**config.mk**
```make
export PLATFORM = sky130hd
export DESIGN_NAME = power_easing_curve_flat
export DESIGN_NICKNAME = d
export VERILOG_FILES = /design/src/rtl/pec_pkg.sv /design/src/rtl/pec_time_if.sv /design/src/rtl/pec_ease_if.sv /design/src/rtl/pec_cell.sv /design/src/rtl/power_easing_curve.sv /design/src/flat_wrapper.sv
export SDC_FILE = /design/constraint.sdc
export NUM_CORES = 2
export LEC_CHECK = 0
export BUFFER_PORTS_ARGS = -buffer_cell sky130_fd_sc_hd__buf_2
export CAP_MARGIN = 20
export CORE_UTILIZATION = 55
export DETAILED_ROUTE_END_ITERATION = 7
export PLACE_DENSITY = 0.71
export SETUP_SLACK_MARGIN = 0.15
export SYNTH_ARGS = -nofsm -noshare
export SYNTH_HDL_FRONTEND = slang
export SYNTH_SLANG_ARGS = --single-unit
```
**constraint.sdc**
```tcl
create_clock -name clk -period 7.6 [get_ports clk]
set_input_delay 0.38 -clock clk [delete_from_list [all_inputs] [get_ports clk]]
set_output_delay 0.38 -clock clk [all_outputs]
set_load 0.01 [all_outputs]
```
**src/rtl/pec_pkg.sv**
```systemverilog
// Shared constants, codes and types for the polynomial easing curve.
package pec_pkg;

	localparam int FRAC_BITS = 16;
	localparam int VW        = FRAC_BITS + 1;   // value width, holds 0 .. 1.0
	localparam int PRW       = 2 * VW;          // full product width
	localparam int NCELLS    = 5;               // highest supported power
	localparam int PW        = 3;               // curve_power width
	localparam int SHW       = VW + NCELLS;     // width after scaling by 2^n
	localparam int CFG_IW    = 1;               // register index width
	localparam int CFG_DW    = 3;               // widest register

	localparam logic [VW-1:0]  ONE    = VW'(1) << FRAC_BITS;
	localparam logic [VW-1:0]  HALF   = VW'(1) << (FRAC_BITS - 1);
	localparam logic [SHW-1:0] ONE_SH = SHW'(1) << FRAC_BITS;

	localparam logic [PW-1:0] PWR_MIN   = PW'(1);
	localparam logic [PW-1:0] PWR_MAX   = PW'(NCELLS);
	localparam logic [PW-1:0] PWR_RESET = PW'(2);

	// register indexes
	localparam logic [CFG_IW-1:0] CFG_POWER   = 1'b0;
	localparam logic [CFG_IW-1:0] CFG_VARIANT = 1'b1;

	// curve variants
	localparam logic [1:0] VAR_IN    = 2'd0;
	localparam logic [1:0] VAR_OUT   = 2'd1;
	localparam logic [1:0] VAR_INOUT = 2'd2;
	localparam logic [1:0] VAR_SPIKE = 2'd3;

	typedef struct packed {
		logic [VW-1:0] p;         // running power
		logic [VW-1:0] x;         // base, t or 1-t
		logic [PW-1:0] pwr;       // clamped exponent
		logic [1:0]    variant;
		logic          low_half;  // t <= 0.5
	} cell_t;

endpackage

```
**src/rtl/pec_time_if.sv**
```systemverilog
// Stream channel carrying time samples.
interface pec_time_if;
	logic                 valid;
	logic                 ready;
	logic [pec_pkg::VW-1:0] time_sample;

	modport source (output valid, output time_sample, input ready);
	modport sink (input valid, input time_sample, output ready);
endinterface

```
**src/rtl/pec_ease_if.sv**
```systemverilog
// Stream channel carrying eased curve values.
interface pec_ease_if;
	logic                 valid;
	logic                 ready;
	logic [pec_pkg::VW-1:0] eased_value;

	modport source (output valid, output eased_value, input ready);
	modport sink (input valid, input eased_value, output ready);
endinterface

```
**src/rtl/pec_cell.sv**
```systemverilog
// One multiply cell of the power chain: p <= p*x >> FRAC_BITS when active.
module pec_cell (
	input  logic                   clk,
	input  logic                   arst_n,
	input  logic [pec_pkg::PW-1:0] idx,
	input  logic                   d_vld,
	output logic                   d_rdy,
	input  pec_pkg::cell_t         d,
	output logic                   q_vld,
	input  logic                   q_rdy,
	output pec_pkg::cell_t         q
);
	import pec_pkg::*;

	logic           vld_q;
	cell_t          c_q;
	cell_t          c_nxt;
	logic           adv;
	logic [PRW-1:0] prod;

	assign adv  = !vld_q || q_rdy;
	assign d_rdy = adv;
	assign prod = PRW'(d.p) * PRW'(d.x);

	// cells at or beyond the exponent pass p through
	always_comb begin
		c_nxt = d;
		if (idx < d.pwr) begin
			c_nxt.p = prod[FRAC_BITS +: VW];
		end
	end

	always_ff @(posedge clk or negedge arst_n) begin
		if (!arst_n) begin
			vld_q <= 1'b0;
		end else if (adv) begin
			vld_q <= d_vld;
		end
	end

	always_ff @(posedge clk) begin
		if (adv && d_vld) begin
			c_q <= c_nxt;
		end
	end

	assign q_vld = vld_q;
	assign q     = c_q;
endmodule

```
**src/rtl/power_easing_curve.sv**
```systemverilog
// Top level of the polynomial easing curve evaluator.
//
// Channels: samples (sink) takes one time_sample per beat, unsigned with
// FRAC_BITS fraction bits; values above 1.0 clamp to 1.0. eased (source)
// gives one eased_value per accepted sample, in order, within [0, 1.0].
// Config: cfg_we/cfg_idx/cfg_wdata write curve_power (index 0) and
// curve_variant (index 1); write only while no sample is in flight.
// Path: the entry stage loads an accepted sample at the accepting edge, then
// the five multiply cells and the output stage register it in turn.
// Throughput: one sample per cycle unless eased.ready stalls, set by one
// 17x17 multiplier per cell; each stage has its own valid bit, so bubbles close up.
// Reset: arst_n clears all valid bits and loads power 2, variant in.
// Stall: while eased.ready is low the result holds; upstream stages keep
// accepting until the chain is full, then samples.ready drops.
module power_easing_curve (
	input  logic                       clk,
	input  logic                       arst_n,
	pec_time_if.sink                   samples,
	pec_ease_if.source                 eased,
	input  logic                       cfg_we,
	input  logic [pec_pkg::CFG_IW-1:0] cfg_idx,
	input  logic [pec_pkg::CFG_DW-1:0] cfg_wdata
);
	import pec_pkg::*;

	// configuration registers
	logic [PW-1:0] power_q;
	logic [1:0]    variant_q;

	always_ff @(posedge clk or negedge arst_n) begin
		if (!arst_n) begin
			power_q   <= PWR_RESET;
			variant_q <= VAR_IN;
		end else if (cfg_we) begin
			unique case (cfg_idx)
				CFG_POWER:   power_q   <= cfg_wdata[PW-1:0];
				CFG_VARIANT: variant_q <= cfg_wdata[1:0];
				default: ;
			endcase
		end
	end

	// entry stage: clamp t, pick base, clamp exponent
	logic          vld_s0;
	cell_t         c_s0;
	logic          rdy_s0;
	logic          adv_s0;
	logic [VW-1:0] t_cl;
	logic [VW-1:0] u_cl;
	logic          low_half;
	logic [PW-1:0] pwr_cl;
	cell_t         c_in;

	assign adv_s0        = !vld_s0 || rdy_s0;
	assign samples.ready = adv_s0;

	always_comb begin
		t_cl     = (samples.time_sample > ONE) ? ONE : samples.time_sample;
		u_cl     = ONE - t_cl;
		low_half = (t_cl <= HALF);
		if (power_q < PWR_MIN) begin
			pwr_cl = PWR_MIN;
		end else if (power_q > PWR_MAX) begin
			pwr_cl = PWR_MAX;
		end else begin
			pwr_cl = power_q;
		end
		c_in.p        = ONE;
		c_in.pwr      = pwr_cl;
		c_in.variant  = variant_q;
		c_in.low_half = low_half;
		unique case (variant_q)
			VAR_IN:  c_in.x = t_cl;
			VAR_OUT: c_in.x = u_cl;
			default: c_in.x = low_half ? t_cl : u_cl;
		endcase
	end

	always_ff @(posedge clk or negedge arst_n) begin
		if (!arst_n) begin
			vld_s0 <= 1'b0;
		end else if (adv_s0) begin
			vld_s0 <= samples.valid;
		end
	end

	always_ff @(posedge clk) begin
		if (adv_s0 && samples.valid) begin
			c_s0 <= c_in;
		end
	end

	// multiply chain: cell k applies the (k+1)-th factor
	logic  ch_vld [NCELLS+1];
	logic  ch_rdy [NCELLS+1];
	cell_t ch_c   [NCELLS+1];

	assign ch_vld[0] = vld_s0;
	assign ch_c[0]   = c_s0;
	assign rdy_s0    = ch_rdy[0];

	for (genvar g = 0; g < NCELLS; g++) begin : g_cell
		pec_cell u_cell (
			.clk    (clk),
			.arst_n (arst_n),
			.idx    (PW'(g)),
			.d_vld  (ch_vld[g]),
			.d_rdy  (ch_rdy[g]),
			.d      (ch_c[g]),
			.q_vld  (ch_vld[g+1]),
			.q_rdy  (ch_rdy[g+1]),
			.q      (ch_c[g+1])
		);
	end

	// output stage: scale by 2^(n-1) or 2^n, complement, saturate
	logic           out_vld_q;
	logic [VW-1:0]  out_val_q;
	logic           adv_out;
	cell_t          c_end;
	logic [PW-1:0]  sh_amt;
	logic [SHW-1:0] scaled;
	logic [VW-1:0]  r;

	assign c_end          = ch_c[NCELLS];
	assign adv_out        = !out_vld_q || eased.ready;
	assign ch_rdy[NCELLS] = adv_out;

	always_comb begin
		sh_amt = (c_end.variant == VAR_INOUT) ? c_end.pwr - PW'(1) : c_end.pwr;
		scaled = SHW'(c_end.p) << sh_amt;
		unique case (c_end.variant)
			VAR_IN:  r = c_end.p;
			VAR_OUT: r = ONE - c_end.p;
			VAR_INOUT: begin
				if (c_end.low_half) begin
					r = (scaled > ONE_SH) ? ONE : scaled[VW-1:0];
				end else begin
					r = (scaled > ONE_SH) ? '0 : ONE - scaled[VW-1:0];
				end
			end
			default: r = (scaled > ONE_SH) ? ONE : scaled[VW-1:0];
		endcase
	end

	always_ff @(posedge clk or negedge arst_n) begin
		if (!arst_n) begin
			out_vld_q <= 1'b0;
		end else if (adv_out) begin
			out_vld_q <= ch_vld[NCELLS];
		end
	end

	always_ff @(posedge clk) begin
		if (adv_out && ch_vld[NCELLS]) begin
			out_val_q <= r;
		end
	end

	assign eased.valid       = out_vld_q;
	assign eased.eased_value = out_val_q;

	// result never exceeds 1.0
	a_out_bound: assert property (@(posedge clk) disable iff (!arst_n)
		eased.valid |-> eased.eased_value <= ONE)
		else $error("eased value above one");

	// entry stage holds a clamped base and exponent
	a_entry_range: assert property (@(posedge clk) disable iff (!arst_n)
		vld_s0 |-> (c_s0.x <= ONE && c_s0.pwr >= PWR_MIN && c_s0.pwr <= PWR_MAX))
		else $error("entry stage out of range");

	// chain end: running power stays within 1.0
	a_chain_bound: assert property (@(posedge clk) disable iff (!arst_n)
		ch_vld[NCELLS] |-> c_end.p <= ONE)
		else $error("power above one at chain end");

	// a beat taken by an empty entry stage shows up there next cycle
	a_entry_load: assert property (@(posedge clk) disable iff (!arst_n)
		(samples.valid && samples.ready) |=> vld_s0)
		else $error("accepted beat lost at entry");
endmodule
```
**src/flat_wrapper.sv**
```systemverilog
// flat-port wrapper written by rule: the top's interface ports become plain ports
module power_easing_curve_flat import pec_pkg::*;
  (clk, arst_n, cfg_we, cfg_idx, cfg_wdata, samples_valid, samples_time_sample, samples_ready, eased_valid, eased_eased_value, eased_ready);
  pec_time_if samples_i ();
  pec_ease_if eased_i ();
  input  logic clk;
  input  logic arst_n;
  input  logic cfg_we;
  input  logic [pec_pkg::CFG_IW-1:0] cfg_idx;
  input  logic [pec_pkg::CFG_DW-1:0] cfg_wdata;
  input wire logic [$bits(samples_i.valid)-1:0] samples_valid;
  input wire logic [$bits(samples_i.time_sample)-1:0] samples_time_sample;
  output wire logic [$bits(samples_i.ready)-1:0] samples_ready;
  output wire logic [$bits(eased_i.valid)-1:0] eased_valid;
  output wire logic [$bits(eased_i.eased_value)-1:0] eased_eased_value;
  input wire logic [$bits(eased_i.ready)-1:0] eased_ready;
  assign samples_i.valid = samples_valid;
  assign samples_i.time_sample = samples_time_sample;
  assign samples_ready = samples_i.ready;
  assign eased_valid = eased_i.valid;
  assign eased_eased_value = eased_i.eased_value;
  assign eased_i.ready = eased_ready;
  power_easing_curve u_core (.clk(clk), .arst_n(arst_n), .samples(samples_i), .eased(eased_i), .cfg_we(cfg_we), .cfg_idx(cfg_idx), .cfg_wdata(cfg_wdata));
endmodule
```
## After elaboration in Yosys (flattened, before gate mapping)

Index checks and enable logic that the tools add are counted.

- Flip-flop bits (word level): 235
- Output and inout port bits: 19
- Logic and storage cells: 101
- Input port bits: 26
- ROM bits: 0
- Memory bits (writable): 0
- Bits in latches: 0
- Memories kept: 0

- $lt $le $gt $ge: 10
- Shift operators: 1
- Multiply operators: 4
- Add/subtract/negate cells: 4
- Eq/ne operators: 3
- Reductions and logical operators: 26
- Bitwise logic cells: 1
- Div/mod/pow operators: 0
- Mux-type cells: 13

Operators by type and width:

| operator | number |
|---|---|
| $mux 17 | 9 |
| $mul 17x17->33 | 4 |
| $pmux 17 s3 | 1 |
| $sub 17x17->17 const A | 3 |
| $pmux 17 s2 | 1 |
| $gt 22x17->1 const B | 1 |
| $shl 17x3->22 | 1 |
| $gt 17x17->1 const B | 1 |
| $le 17x16->1 const B | 1 |
| $logic_and 1x1->1 | 7 |
| $logic_not 1->1 | 7 |
| $logic_or 1x1->1 | 7 |
| $lt 1x3->1 const A | 2 |
| $lt 2x3->1 const A | 2 |
| $mux 3 | 2 |
| $eq 2x1->1 const B | 2 |
| $logic_not 2->1 | 2 |
| $reduce_and 2->1 | 2 |
| $gt 3x3->1 const B | 1 |
| $lt 3x1->1 const B | 1 |
| $lt 3x3->1 const A | 1 |
| $sub 3x1->3 const B | 1 |
| $eq 2x2->1 const B | 1 |
| $reduce_or 2->1 | 1 |
| $not 1->1 | 1 |

## Depth between registers and ports, before layout

- Depth after elaboration: 9
- Gate-level depth with buffers: 27
- Depth with buffers taken out: 25

## Modules after synthesis

A second synthesis with hierarchy kept.

- Cell total of the unflattened synthesis: 6393
- Area, all modules: 58075.7 sq um

Modules (own cells, without submodules):

| module | instances | area an instance (sq um) | sequential area each (sq um) | cells each |
|---|---|---|---|---|
| pec_cell at u_core.g_cell[2].u_cell ... | 2 | 10720.3 | 1226.2 | 1165 |
| pec_cell at u_core.g_cell[4].u_cell | 1 | 10968.0 | 1226.2 | 1203 |
| pec_cell at u_core.g_cell[0].u_cell | 1 | 10795.4 | 1226.2 | 1182 |
| pec_cell at u_core.g_cell[1].u_cell | 1 | 10649.0 | 1226.2 | 1160 |
| power_easing_curve | 1 | 4222.8 | 1377.6 | 518 |

## Worst setup path after synthesis

No wires, ideal clock.

- Path type: flip-flop to flip-flop
- From: register u_core.g_cell[3].u_cell.c_q, in the netlist u_core.g_cell[3].u_cell.q[37]
- To: register u_core.g_cell[4].u_cell.c_q, in the netlist u_core.g_cell[4].u_cell.q[39], data pin
- Arrival time: 6.643 ns
- Buffers on the path: 3
- Period minus slack after synthesis: 6.904 ns
- Slack: 0.696 ns
- Data required time: 7.339 ns
- Cell stages (with the launch flop): 26
- Setup time: 0.261 ns
- Cell sequence: edfxtp_1 clkbuf_1 clkbuf_1 nand2_1 fa_1 fa_1 fa_1 inv_1 fa_1 fa_1 inv_1 fa_1 inv_1 ha_1 clkbuf_1 a211oi_1 o21ai_0 a221oi_1 o31ai_1 a21oi_1 o21ai_1 a41o_1 o41ai_1 xnor2_1 nor3_1 a311o_1

RTL lines:

| element | line | source |
|---|---|---|
| start: declaration | pec_cell.sv:16 | `cell_t c_q;` |
| start signal: assignment | pec_cell.sv:43 | `c_q <= c_nxt;` |
| end signal: assignment | pec_cell.sv:43 |  |
| end: declaration | pec_cell.sv:16 |  |

==> parameters.txt <==
Parameter                              Value

Status
  Result of the run    complete, no violations

Clocking
  Clock latency on the worst-skew pair    0.60 ns
  Clock tree from TritonCTS    done
  Clock edge transition at the registers on the reported setup and hold paths    0.07 ns
  Root Buffer    sky130_fd_sc_hd__clkbuf_16
  Number of levels the H-tree was split into    1
  CTS sink count    235
  Clock buffers created by TritonCTS    28
  CTS Buffer Depth    3

Route
  Number of DRC markers in iteration 0    2041
  Pre-antenna DRT Iters    7
  Remaining number of nets flagged by the antenna check after routing    0
  Number of vias per cell after detailed routing    5.418
  Wire length per cell    17.90 um
  Max layer used    met5
  DRC viols    0
  Total Wirelength    108.9 mm
  Met1 wire length    45.80 mm
  Routed wire length on met2    52.13 mm
  Met3 wire length    7.233 mm
  Via count of the routed design    32957

STA
  Post-Route Hold Slack    0.03788 ns
  Total of endpoints with negative setup slack in the final report    0
  Worst-Margin Slew    1.035 ns
  Setup total negative slack    0 ns
  Number of max-slew violations in the final report    0
  Number of hold violations in the final report    0
  Setup clock skew after layout    0.02876 ns
  RSZ-0062 raised after global routing    true
  Period Utilization, post-route    95.37%
  Upper clock frequency limit    138.0 MHz
  Normalized max-slew margin    30.89%
  Slack of the critical path    0.3518 ns
  Period minus WS final    7.248 ns

Yosys
  Average instance area after synthesis    9.390 um^2
  Synthesis Warnings    0
  Most frequently used cell type in the post-synthesis netlist    sky130_fd_sc_hd__inv_1
  #FFs+latches synth    235
  Cells after synthesis    4931
  Unique cell type count in the Yosys netlist    80
  Predominant post-synthesis flop cell    sky130_fd_sc_hd__edfxtp_1
  Top-area cell type share of the netlist area    38.22%
  Top cell types by occurrence after synthesis    sky130_fd_sc_hd__inv_1 (1109), sky130_fd_sc_hd__fa_1 (884), sky130_fd_sc_hd__nand2_1 (812)
  Share of synthesized flip-flops with an asynchronous set or reset    5.106%
  Mapped Nets    6253
  Netlist area before placement    0.04630 mm^2
  Largest area contributor in the synthesized netlist    sky130_fd_sc_hd__fa_1
  Cell types occupying the most area after synthesis    sky130_fd_sc_hd__fa_1 (38%), sky130_fd_sc_hd__edfxtp_1 (14%), sky130_fd_sc_hd__ha_1 (11%)
  Number of enable flip-flop cells after synthesis    223
  Seq/Total Area, Yosys    15.11%

Setup path
  Startpoint type of the worst setup path    register
  Element type at the critical path end    register
  Worst Path Class, Setup    register to register
  Endpoint of the most critical register-to-register path    u_core.g_cell[4].u_cell.q[39]
  Critical path startpoint    u_core.g_cell[3].u_cell.q[11]
  Top fanout value on the critical path    5
  Cell count of the worst reg-to-reg path    24
  CP Data Required Time    7.93 ns
  FF-to-FF Start    u_core.g_cell[3].u_cell.q[11]
  Arrival time worst endpoint    7.58 ns
  Register-to-register path setup slack    0.35 ns

Floorplanning
  Standard cell core area    0.08342 mm^2
  Ports placed on the boundary    45
  Count of standard-cell rows    106
  Effective utilization at floorplan    55.51%
  Die Area    0.08535 mm^2
  Height of the die    292.2 um
  X dimension of the die    292.2 um

Global routing
  Overall overflow remaining after global route    0
  Global-route total usage across every layer    26.61%
  First-pass GRT wire length    180.6 mm
  Number of antenna violations at the first check in global routing    1
  Maximum number of pins on one net before global-route repair    41
  Via count of the first global-routing pass    35118

Worst hold path
  Number of stages on the worst hold path    2
  Hold WC Path Type    input pin to register
  Terminating pin of the worst hold path    u_core.variant_q[1]
  Hold path startpoint    cfg_wdata[1]

Place
  Post-DP HPWL    87.54 mm
  Placed cell area    0.04794 mm^2
  Global placer's final weighted congestion    0.9063
  Worst slack at placement    0.05365 ns
  I/O Buffers    44

Finish
  Final-layout fill cell count    7026
  Post-Layout Inst Area    0.04954 mm^2
  FF+latch area    0.006998 mm^2
  Combined area of the multi-input logic cells    0.03429 mm^2
  Final #Nets    6303
  Synth-to-Final Area Change    6.982%
  Share of final-layout standard cells stronger than drive strength 1    7.157%

Flow run
  Number of maximum-capacitance violations    0
logic make-up after synthesis:
| group | share of synthesized area (%) |
|---|---|
| buffers and inverters | 11.01 |
| XOR/XNOR | 2.083 |
| adder cells (fa/ha/maj) | 49.35 |
| multiplexers | 1.532 |
| AND/OR/NAND/NOR | 15.84 |
| flip-flops | 15.11 |
| AO/OA/AOI/OAI | 5.064 |
flip-flops by register name, summed over array words and instances (netlist names):
register / count
u_core.eased.eased_value: 17
u_core.variant_q: 2
u_core.power_q: 3
u_core.c_s0: 23
u_core.g_cell.u_cell.q: 183
u_core.vld_s0: 1
u_core.g_cell.u_cell.q_vld: 5
u_core.eased.valid: 1
stage by stage:
step	util (%)	instances
floorplan	-	4931
detailed placement	57.47	5959
CTS	58.66	6016
finish	59.38	6083
global route	59.38	6082
global placement	57.47	5959
worst max-delay path by stage:
stage | to | slack (ns) | depth (start not counted)
2_1_floorplan | u_core.g_cell[4].u_cell.q[39] | 0.70 | 25
3_3_place_gp | u_core.g_cell[4].u_cell.q[39] | 0.24 | 23
3_5_place_dp | u_core.g_cell[4].u_cell.q[39] | 0.05 | 23
4_1_cts | u_core.g_cell[4].u_cell.q[39] | 0.20 | 22
5_1_grt | u_core.g_cell[4].u_cell.q[39] | 0.08 | 24
6_report | u_core.g_cell[4].u_cell.q[39] | 0.35 | 24
final cells by class:
class	instances	share of cell area, %
Multi-Input combinational cell	3365	69.22
Sequential cell	235	14.13
Inverter	1109	8.403
Timing Repair Buffer	242	3.619
Tap cell	1080	2.728
Clock buffer	30	1.430
Clock inverter	21	0.4647
Antenna cell	1	0.005052
cells in the final DEF (no fill, tap or decap), types with 7 or more instances in the layout:
| cell | instances |
|---|---|
| sky130_fd_sc_hd__mux4_2 | 8 |
| sky130_fd_sc_hd__a211oi_1 | 8 |
| sky130_fd_sc_hd__buf_2 | 44 |
| sky130_fd_sc_hd__fa_1 | 884 |
| sky130_fd_sc_hd__mux2i_1 | 19 |
| sky130_fd_sc_hd__a31oi_1 | 7 |
| sky130_fd_sc_hd__nor2b_1 | 28 |
| sky130_fd_sc_hd__o21ai_0 | 90 |
| sky130_fd_sc_hd__xnor2_1 | 68 |
| sky130_fd_sc_hd__o211ai_1 | 7 |
| sky130_fd_sc_hd__or2_2 | 10 |
| sky130_fd_sc_hd__and3_1 | 12 |
| sky130_fd_sc_hd__mux2_2 | 20 |
| sky130_fd_sc_hd__xor2_1 | 39 |
| sky130_fd_sc_hd__nor3_1 | 26 |
| sky130_fd_sc_hd__nand2b_1 | 13 |
| sky130_fd_sc_hd__o22ai_1 | 13 |
| sky130_fd_sc_hd__buf_4 | 188 |
| sky130_fd_sc_hd__ha_1 | 412 |
| sky130_fd_sc_hd__o21bai_1 | 11 |
| sky130_fd_sc_hd__nand2_1 | 812 |
| sky130_fd_sc_hd__o31ai_1 | 20 |
| sky130_fd_sc_hd__inv_1 | 1109 |
| sky130_fd_sc_hd__o21a_1 | 15 |
| sky130_fd_sc_hd__dfrtp_1 | 11 |
| sky130_fd_sc_hd__nor2_1 | 85 |
| sky130_fd_sc_hd__and2_1 | 470 |
| sky130_fd_sc_hd__a21o_1 | 36 |
| sky130_fd_sc_hd__nand3_1 | 37 |
| sky130_fd_sc_hd__a21oi_1 | 108 |
| sky130_fd_sc_hd__clkbuf_16 | 28 |
| sky130_fd_sc_hd__or3_1 | 8 |
| sky130_fd_sc_hd__edfxtp_1 | 223 |
routing by layer:
| metal | up-vias | global-route usage, % |
|---|---|---|
| met5 | - | 0 |
| met4 | 2 | 8.665 |
| met3 | 210 | 3.364 |
| met2 | 1065 | 44.72 |
| met1 | 16681 | 35.84 |
| li1 | 14999 | - |
worst max-delay path: stages, from the launching register on:
cell and delay, ns:
sky130_fd_sc_hd__edfxtp_1 0.41, sky130_fd_sc_hd__buf_4 0.18, sky130_fd_sc_hd__buf_4 0.15, sky130_fd_sc_hd__and2_1 0.17, sky130_fd_sc_hd__fa_1 0.54, sky130_fd_sc_hd__inv_1 0.05
sky130_fd_sc_hd__fa_1 0.48, sky130_fd_sc_hd__inv_1 0.05, sky130_fd_sc_hd__fa_1 0.50, sky130_fd_sc_hd__fa_1 0.51, sky130_fd_sc_hd__fa_1 0.51, sky130_fd_sc_hd__inv_1 0.05
sky130_fd_sc_hd__fa_1 0.47, sky130_fd_sc_hd__inv_1 0.04, sky130_fd_sc_hd__ha_1 0.37, sky130_fd_sc_hd__nand2_1 0.09, sky130_fd_sc_hd__or3_1 0.36, sky130_fd_sc_hd__o31ai_2 0.52
sky130_fd_sc_hd__a21oi_2 0.19, sky130_fd_sc_hd__o21ai_1 0.30, sky130_fd_sc_hd__a41o_1 0.31, sky130_fd_sc_hd__o41ai_2 0.09, sky130_fd_sc_hd__xnor2_1 0.25, sky130_fd_sc_hd__nor3_1 0.07
sky130_fd_sc_hd__a311o_1 0.33
repair_timing:
item | 4_1_cts | 5_1_grt
resized for setup | 2 | 5
setup endpoints to repair | 1 | 9
hold buffers | 3 | 0
setup buffers | 3 | 65
endpoints found under the hold margin | 14 | 0
pin swaps | 0 | 1
Power is left out: the tool's default activity adds up to more than one toggle a clock period on the data nets, which glitch-free logic cannot reach.
